## src/tds_pkg.sv

```systemverilog
`default_nettype none
package tds_pkg;

  localparam int CAPACITY = 16;
  localparam int IDX_W    = (CAPACITY > 1) ? $clog2(CAPACITY) : 1;
  localparam int MAX_EMIT = 16;
  localparam int CNT_W    = $clog2(MAX_EMIT + 1);

  localparam logic [1:0] OP_SCHED  = 2'd0;
  localparam logic [1:0] OP_REMOVE = 2'd1;
  localparam logic [1:0] OP_TICK   = 2'd2;

  localparam logic [1:0] KIND_SCHED  = 2'd0;
  localparam logic [1:0] KIND_FULL   = 2'd1;
  localparam logic [1:0] KIND_REMOVE = 2'd2;
  localparam logic [1:0] KIND_EXPIRE = 2'd3;

  localparam logic [31:0] HANDLE_START = 32'd10;

  typedef struct packed {
    logic accept;
    logic tick;
    logic sched;
    logic rem_step;
    logic rem_out;
    logic tick_step;
    logic tdec;
    logic tlast;
  } cmd_t;

  typedef struct packed {
    logic out_free;
    logic scan_last;
    logic best_v;
    logic held_v;
    logic cnt_max;
  } sts_t;

endpackage
`default_nettype wire

```

## src/tds_ctrl.sv

```systemverilog
`default_nettype none
module tds_ctrl (
  input  wire logic          clk,
  input  wire logic          rst_n,
  input  wire logic          in_valid,
  input  wire logic [1:0]    in_opcode,
  output logic               in_ready,
  input  wire tds_pkg::sts_t sts,
  output tds_pkg::cmd_t      cmd
);

  localparam logic [2:0] S_IDLE  = 3'd0;
  localparam logic [2:0] S_SCH   = 3'd1;
  localparam logic [2:0] S_RSCAN = 3'd2;
  localparam logic [2:0] S_ROUT  = 3'd3;
  localparam logic [2:0] S_TSCAN = 3'd4;
  localparam logic [2:0] S_TDEC  = 3'd5;
  localparam logic [2:0] S_TLAST = 3'd6;

  logic [2:0] state_r, state_nxt;

  always_comb begin
    state_nxt = state_r;
    cmd       = '0;
    in_ready  = 1'b0;
    case (state_r)
      S_IDLE: begin
        in_ready = 1'b1;
        if (in_valid) begin
          cmd.accept = 1'b1;
          case (in_opcode)
            tds_pkg::OP_SCHED:  state_nxt = S_SCH;
            tds_pkg::OP_REMOVE: state_nxt = S_RSCAN;
            tds_pkg::OP_TICK: begin
              cmd.tick  = 1'b1;
              state_nxt = S_TSCAN;
            end
            default:            state_nxt = S_IDLE;
          endcase
        end
      end
      S_SCH: begin
        if (sts.out_free) begin
          cmd.sched = 1'b1;
          state_nxt = S_IDLE;
        end
      end
      S_RSCAN: begin
        cmd.rem_step = 1'b1;
        if (sts.scan_last) state_nxt = S_ROUT;
      end
      S_ROUT: begin
        if (sts.out_free) begin
          cmd.rem_out = 1'b1;
          state_nxt   = S_IDLE;
        end
      end
      S_TSCAN: begin
        cmd.tick_step = 1'b1;
        if (sts.scan_last) state_nxt = S_TDEC;
      end
      S_TDEC: begin
        if (!sts.held_v || sts.out_free) begin
          cmd.tdec = 1'b1;
          if (sts.best_v) state_nxt = sts.cnt_max ? S_TLAST : S_TSCAN;
          else state_nxt = S_IDLE;
        end
      end
      S_TLAST: begin
        if (sts.out_free) begin
          cmd.tlast = 1'b1;
          state_nxt = S_IDLE;
        end
      end
      default: state_nxt = S_IDLE;
    endcase
  end

  always_ff @(posedge clk) begin
    if (!rst_n) state_r <= S_IDLE;
    else state_r <= state_nxt;
  end

endmodule
`default_nettype wire

```

## src/tds_dpath.sv

```systemverilog
`default_nettype none
module tds_dpath (
  input  wire logic          clk,
  input  wire logic          rst_n,
  input  wire tds_pkg::cmd_t cmd,
  output tds_pkg::sts_t      sts,
  input  wire logic [31:0]   in_delay_ms,
  input  wire logic          in_is_repeating,
  input  wire logic [31:0]   in_target_handle,
  output logic               out_valid,
  input  wire logic          out_ready,
  output logic [1:0]         out_kind,
  output logic [31:0]        out_handle,
  output logic               out_found,
  output logic               out_last
);

  localparam int CAP = tds_pkg::CAPACITY;
  localparam int IW  = tds_pkg::IDX_W;
  localparam int CW  = tds_pkg::CNT_W;

  logic [47:0] now_r;
  logic [31:0] nh_r;
  logic [CAP-1:0] vld_r;
  logic [47:0] dl_r [CAP];
  logic [31:0] hd_r [CAP];
  logic [31:0] pd_r [CAP];

  logic [31:0] dly_r, tgt_r;
  logic        rep_r;
  logic [IW-1:0] idx_r;
  logic        found_r;
  logic        best_v_r;
  logic [IW-1:0] best_idx_r;
  logic [47:0] best_dl_r;
  logic [31:0] best_h_r;
  logic        held_v_r;
  logic [31:0] held_h_r;
  logic [CW-1:0] cnt_r;

  logic        ov_r, ofound_r, olast_r;
  logic [1:0]  okind_r;
  logic [31:0] ohandle_r;

  logic        out_free;
  logic        full;
  logic [IW-1:0] free_idx;
  logic [47:0] dl_e;
  logic [31:0] hd_e;
  logic        cand, better;

  assign out_free = !ov_r || out_ready;
  assign full     = &vld_r;
  assign dl_e     = dl_r[idx_r];
  assign hd_e     = hd_r[idx_r];
  assign cand     = vld_r[idx_r] && (dl_e <= now_r);
  assign better   = !best_v_r || (dl_e < best_dl_r) ||
                    ((dl_e == best_dl_r) && (hd_e < best_h_r));

  // Lowest free slot.
  always_comb begin
    free_idx = '0;
    for (int i = CAP - 1; i >= 0; i--) begin
      if (!vld_r[i]) free_idx = IW'(i);
    end
  end

  assign sts.out_free  = out_free;
  assign sts.scan_last = (idx_r == IW'(CAP - 1));
  assign sts.best_v    = best_v_r;
  assign sts.held_v    = held_v_r;
  assign sts.cnt_max   = (cnt_r == CW'(tds_pkg::MAX_EMIT - 1));

  // Entry store and scan control.
  always_ff @(posedge clk) begin
    if (!rst_n) begin
      now_r    <= '0;
      nh_r     <= tds_pkg::HANDLE_START;
      vld_r    <= '0;
      idx_r    <= '0;
      found_r  <= 1'b0;
      best_v_r <= 1'b0;
      held_v_r <= 1'b0;
      cnt_r    <= '0;
    end else begin
      if (cmd.accept) begin
        dly_r    <= in_delay_ms;
        rep_r    <= in_is_repeating;
        tgt_r    <= in_target_handle;
        idx_r    <= '0;
        found_r  <= 1'b0;
        best_v_r <= 1'b0;
        held_v_r <= 1'b0;
        cnt_r    <= '0;
      end
      // The millisecond clock moves as the tick transaction is taken, so the
      // scan that follows already compares against the new time.
      if (cmd.tick) begin
        now_r <= now_r + 48'd1;
      end
      if (cmd.sched && !full) begin
        vld_r[free_idx] <= 1'b1;
        hd_r[free_idx]  <= nh_r;
        dl_r[free_idx]  <= now_r + {16'd0, dly_r};
        pd_r[free_idx]  <= rep_r ? dly_r : 32'd0;
        nh_r            <= nh_r + 32'd1;
      end
      if (cmd.rem_step) begin
        idx_r <= idx_r + IW'(1);
        if (vld_r[idx_r] && (hd_e == tgt_r)) begin
          vld_r[idx_r] <= 1'b0;
          found_r      <= 1'b1;
        end
      end
      if (cmd.tick_step) begin
        idx_r <= idx_r + IW'(1);
        if (cand && better) begin
          best_v_r   <= 1'b1;
          best_idx_r <= idx_r;
          best_dl_r  <= dl_e;
          best_h_r   <= hd_e;
        end
      end
      if (cmd.tdec) begin
        idx_r    <= '0;
        best_v_r <= 1'b0;
        held_v_r <= best_v_r;
        if (best_v_r) begin
          held_h_r <= best_h_r;
          cnt_r    <= cnt_r + CW'(1);
          if (pd_r[best_idx_r] != 32'd0) begin
            dl_r[best_idx_r] <= now_r + {16'd0, pd_r[best_idx_r]};
          end else begin
            vld_r[best_idx_r] <= 1'b0;
          end
        end
      end
    end
  end

  // Output register.
  always_ff @(posedge clk) begin
    if (!rst_n) begin
      ov_r <= 1'b0;
    end else begin
      if (out_ready) ov_r <= 1'b0;
      if (cmd.sched) begin
        ov_r      <= 1'b1;
        okind_r   <= full ? tds_pkg::KIND_FULL : tds_pkg::KIND_SCHED;
        ohandle_r <= full ? 32'd0 : nh_r;
        ofound_r  <= 1'b0;
        olast_r   <= 1'b1;
      end
      if (cmd.rem_out) begin
        ov_r      <= 1'b1;
        okind_r   <= tds_pkg::KIND_REMOVE;
        ohandle_r <= tgt_r;
        ofound_r  <= found_r;
        olast_r   <= 1'b1;
      end
      if (cmd.tdec && held_v_r) begin
        ov_r      <= 1'b1;
        okind_r   <= tds_pkg::KIND_EXPIRE;
        ohandle_r <= held_h_r;
        ofound_r  <= 1'b0;
        olast_r   <= !best_v_r;
      end
      if (cmd.tlast) begin
        ov_r      <= 1'b1;
        okind_r   <= tds_pkg::KIND_EXPIRE;
        ohandle_r <= held_h_r;
        ofound_r  <= 1'b0;
        olast_r   <= 1'b1;
      end
    end
  end

  assign out_valid  = ov_r;
  assign out_kind   = okind_r;
  assign out_handle = ohandle_r;
  assign out_found  = ofound_r;
  assign out_last   = olast_r;

endmodule
`default_nettype wire

```

## src/timer_deadline_scheduler.sv

```systemverilog
`default_nettype none
// Schedule: the schedule state waits while the output register holds a result, then registers the answer there.
// Remove: one entry per cycle in a scan of the whole store, then the answer is registered in the output register.
// Tick: a scan of the whole store, then a decision step per expiry followed by another scan,
// and one more decision step to finish, or after sixteen expiries a closing step; a result waiting
// in the output register stalls the sequence. One transaction is processed at a time.
// Reset (rst_n low, synchronous) empties the store, clears the clock, handle counter to 10.
module timer_deadline_scheduler (
  input  wire logic        clk,
  input  wire logic        rst_n,
  input  wire logic        in_valid,
  output logic             in_ready,
  input  wire logic [1:0]  in_opcode,
  input  wire logic [31:0] in_delay_ms,
  input  wire logic        in_is_repeating,
  input  wire logic [31:0] in_target_handle,
  output logic             out_valid,
  input  wire logic        out_ready,
  output logic [1:0]       out_kind,
  output logic [31:0]      out_handle,
  output logic             out_found,
  output logic             out_last
);

  tds_pkg::cmd_t cmd;
  tds_pkg::sts_t sts;

  // The controller sequences the scans; the datapath owns the entry store.
  // A tick transaction advances the millisecond clock in the datapath as it is
  // accepted, and every expiry then costs one full scan of the store.
  tds_ctrl u_ctrl (
    .clk       (clk),
    .rst_n     (rst_n),
    .in_valid  (in_valid),
    .in_opcode (in_opcode),
    .in_ready  (in_ready),
    .sts       (sts),
    .cmd       (cmd)
  );

  // Results leave through a single output register in the datapath.
  tds_dpath u_dpath (
    .clk              (clk),
    .rst_n            (rst_n),
    .cmd              (cmd),
    .sts              (sts),
    .in_delay_ms      (in_delay_ms),
    .in_is_repeating  (in_is_repeating),
    .in_target_handle (in_target_handle),
    .out_valid        (out_valid),
    .out_ready        (out_ready),
    .out_kind         (out_kind),
    .out_handle       (out_handle),
    .out_found        (out_found),
    .out_last         (out_last)
  );

`ifndef SYNTHESIS
  a_full_zero: assert property (@(posedge clk) disable iff (!rst_n)
    out_valid && out_kind == tds_pkg::KIND_FULL |-> out_handle == 32'd0)
    else $error("rejected schedule carries a handle");
  a_found_kind: assert property (@(posedge clk) disable iff (!rst_n)
    out_valid && out_found |-> out_kind == tds_pkg::KIND_REMOVE)
    else $error("found set outside a remove answer");
  a_sched_last: assert property (@(posedge clk) disable iff (!rst_n)
    out_valid && out_kind != tds_pkg::KIND_EXPIRE |-> out_last)
    else $error("single-result transaction not marked last");
`endif

endmodule
`default_nettype wire

```

## config.mk

```make
export PLATFORM = sky130hd
export DESIGN_NAME = timer_deadline_scheduler
export DESIGN_NICKNAME = d
export VERILOG_FILES = /design/src/tds_pkg.sv /design/src/tds_ctrl.sv /design/src/tds_dpath.sv /design/src/timer_deadline_scheduler.sv
export SDC_FILE = /design/constraint.sdc
export NUM_CORES = 2
export LEC_CHECK = 0
export ABC_AREA = 1
export BUFFER_PORTS_ARGS = -buffer_cell sky130_fd_sc_hd__buf_2
export CAP_MARGIN = 40
export CORE_MARGIN = 5
export CORE_UTILIZATION = 55
export CTS_CLUSTER_DIAMETER = 200
export DETAILED_ROUTE_END_ITERATION = 10
export PLACE_DENSITY = 0.71
export SLEW_MARGIN = 20
export SYNTH_ARGS = -nofsm -noshare
export SYNTH_HDL_FRONTEND = slang
export SYNTH_SLANG_ARGS = --single-unit
```

## constraint.sdc

```tcl
create_clock -name clk -period 12.5 [get_ports clk]
set_input_delay 1.25 -clock clk [delete_from_list [all_inputs] [get_ports clk]]
set_output_delay 1.25 -clock clk [all_outputs]
set_load 0.005 [all_outputs]
```

==> results.toml <==
[yosys]
synth_top_area_share_pct = 67.4
synth_compound_area_share_pct = 12.5
synth_edf_count = 2009
syn_avg_cell_area_um2 = 12.1
yosysWarnings = 0
synth-seq-area-share_pct = 70.1
synth_most_common_cell = "edfxtp_1"
syn_area_mm2 = 0.0895
ys_ff_latch = 2129
ys_types = 56
asyncSetResetFlopFracSynth_pct = 0
synth_top_area_cell = "edfxtp_1"
synth_xor_xnor_area_share_pct = 0.753
muxShareOfSynthArea_pct = 0
syn_inst = 7414
yosys-top-cells-count = "edfxtp_1, nor2_1, o21ai_0"
ys.flop_type = "edfxtp_1"
synth_nets = 7653
synth-adder-area-share_pct = 2.36
yosys-top-cells-area = "edfxtp_1, o21ai_0, nor2_1, dfxtp_1, nand2_1"
yosys.area_share.simple_pct = 10.4
synth_top_family_by_area = "compound AO/OA/AOI/OAI gates"

[cts]
cts_sinks = 2129
ctsHoldBuffers = 0
cts_tree = "built"
post_cts_resized = 0
cts_buffers = 204
clk_pin_slew_ps = 70
clockBufferDepth = 3
htreeDepth = 4
clk_latency_ps = 850
clockRootBuffer = "clkbuf_16"
cts_setup_buffers = 0

[timing]
skew_ps = 46.3
relSlewSlack_pct = 16.0
whs_ps = 426
maxSlewViolCount = 0
timing.fmax_ghz = 0.126
setup-violations-final = 0
grt_setup_unrepaired = "no"
final_hold_viol_count = 0
fin_setup_tns_ps = 0
tightest_slew_ps = 1260
min_period_ps = 7940
finalCritPeriodShare_pct = 63.5

[setup_path]
crit_type = "register to register"
required_ps = 13180
critPathArrivalTime_ps = 8620
crit_slowest_cell = "o21ai_0"
start_kind = "register"
end_kind = "register"
max_stage_delay_ps = 730
worst-path-max-fanout = 81

[global_route]
grt_use_total_pct = 28.5
overflow = 0
grt_max_degree = 231
grt_pass1_wl_mm = 365
antenna_found_initial = 4
grt_pass1_vias = 58000

[routing]
drt_iter0_markers = 8004
vias = 61100
drcViolationCount = 0
vias_per_cell = 6.21
wl_per_cell_um = 25.2
drt-pass1-iter-count = 7
wl_mm = 248
ant_nets = 0

[job]
drv_cap = 0

[die]
die_w_um = 413
core_mm2 = 0.162
die_h_um = 413
rows = 148
io_pins = 109
fp.dieArea_mm2 = 0.171
start_util_pct = 55.2

[finish]
final_layout_size_suffix_gt1_share_pct = 8.77
syn_to_final_growth_pct = 11.6
fillers = 12300
fin_util_pct = 61.6
num-nets-final = 7720

[status]
outcome = "finished clean"

[placed_design]
place_congestion = 0.938
hpwl_mm = 142
io_buffers = 108

[pwr]
ir_worst_vdd_mv = 0.181
p_per_area_mw_per_mm2 = 173
leakage_uw = 0.0344

[min_path]
hold_class = "register to register"
==> metal layers <==
metal / global-route usage [%] / up-vias / wire (um)
met1: 39.9 / 29900 / 97700
met4: 11.4 / 0 / 10200
li1: - / 27200 / -
met5: 0 / - / 0
met2: 45.0 / 3369 / 115000
met3: 4.80 / 563 / 24400
==> final timing paths <==
path	startpoint	endpoint	slack [ps]	cells after the start
max	register	u_dpath.dl_r[5][36]	4560	31
min	u_dpath.best_h_r[15]	u_dpath.held_h_r[15]	430	0
max reg2reg	register	u_dpath.dl_r[5][36]	4560	31
min reg2reg	u_dpath.best_h_r[15]	u_dpath.held_h_r[15]	430	0
==> worst max-delay path, delay by kind of cell, from the launching register on <==
| kind | cells | cell delay [ps] |
|---|---|---|
| DFF | 1 | 380 |
| and+or+nand+nor | 11 | 1620 |
| AOI/OAI and AO/OA | 10 | 2500 |
| xor gates and xnor gates | 1 | 450 |
| adders and majority gates | 2 | 640 |
| buffers and inverters | 7 | 2100 |
==> layout by cell type (no fill, tap or decap), types with 58 or more instances in the layout <==
| master | n |
|---|---|
| edfxtp_1 | 2009 |
| nor2_1 | 1248 |
| o21ai_0 | 1026 |
| nand2_1 | 592 |
| inv_1 | 429 |
| nand3_1 | 242 |
| o211ai_1 | 229 |
| o221ai_1 | 225 |
| a21oi_1 | 215 |
| clkbuf_16 | 206 |
| ha_1 | 167 |
| buf_4 | 120 |
| dfxtp_1 | 112 |
| buf_2 | 110 |
| o22ai_1 | 80 |
| nor3_1 | 67 |
| clkinv_1 | 58 |
==> sequential cells by signal, indices dropped and copies added, names as in the netlist, 2 cells and up, named ones only <==
name and flops:
u_dpath.idx_r 4, u_dpath.nh_r 32, u_ctrl.state_r 3, u_dpath.dly_r 32, u_dpath.out_handle 32, u_dpath.cnt_r 5, u_dpath.best_h_r 32, u_dpath.hd_r 512
u_dpath.vld_r 16, u_dpath.held_h_r 32, u_dpath.best_idx_r 4, u_dpath.now_r 48, u_dpath.out_kind 2, u_dpath.tgt_r 32, u_dpath.dl_r 768, u_dpath.best_dl_r 48
u_dpath.pd_r 512
==> power breakdown <==
part           total, uW  leakage [uW]  switching [uW]  internal (uW)
registers           8150        0.0198             117           8030
logic               2900        0.0114            2070            835
clock network       6210       0.00327            2690           3530
total              17300        0.0344            4870          12400
==> layout make-up <==
cell class / count / area, um2 / area share, %
tap: 2175 / 2720 / 2.72
multi-input combinational: 4432 / 23700 / 23.7
antenna: 3 / 7.51 / 0.00752
clock inverter: 141 / 1470 / 1.47
sequential: 2129 / 62800 / 62.8
timing repair buffer: 271 / 2260 / 2.27
clock buffer: 239 / 5280 / 5.29
inverter: 443 / 1700 / 1.70
==> stage by stage <==
step	std cells	instance area (um2)	power [uW]	setup WS (ps)
5_1_grt	9831	99900	17900	4000
6_report	9833	99900	17300	4560
2_1_floorplan	7414	89500	10200	3750
3_3_place_gp	9389	92200	11000	3920
4_1_cts	9818	99700	17300	4070
3_5_place_dp	9438	92900	11100	3860
==> cells by family after synthesis <==
| kind of cell | Yosys count |
|---|---|
| AOI/OAI and AO/OA | 1898 |
| xor gates and xnor gates | 77 |
| adders and majority gates | 168 |
| buffers and inverters | 853 |
| DFF | 2129 |
| and+or+nand+nor | 2289 |
No activity file was read; power rests on OpenSTA's default activity.
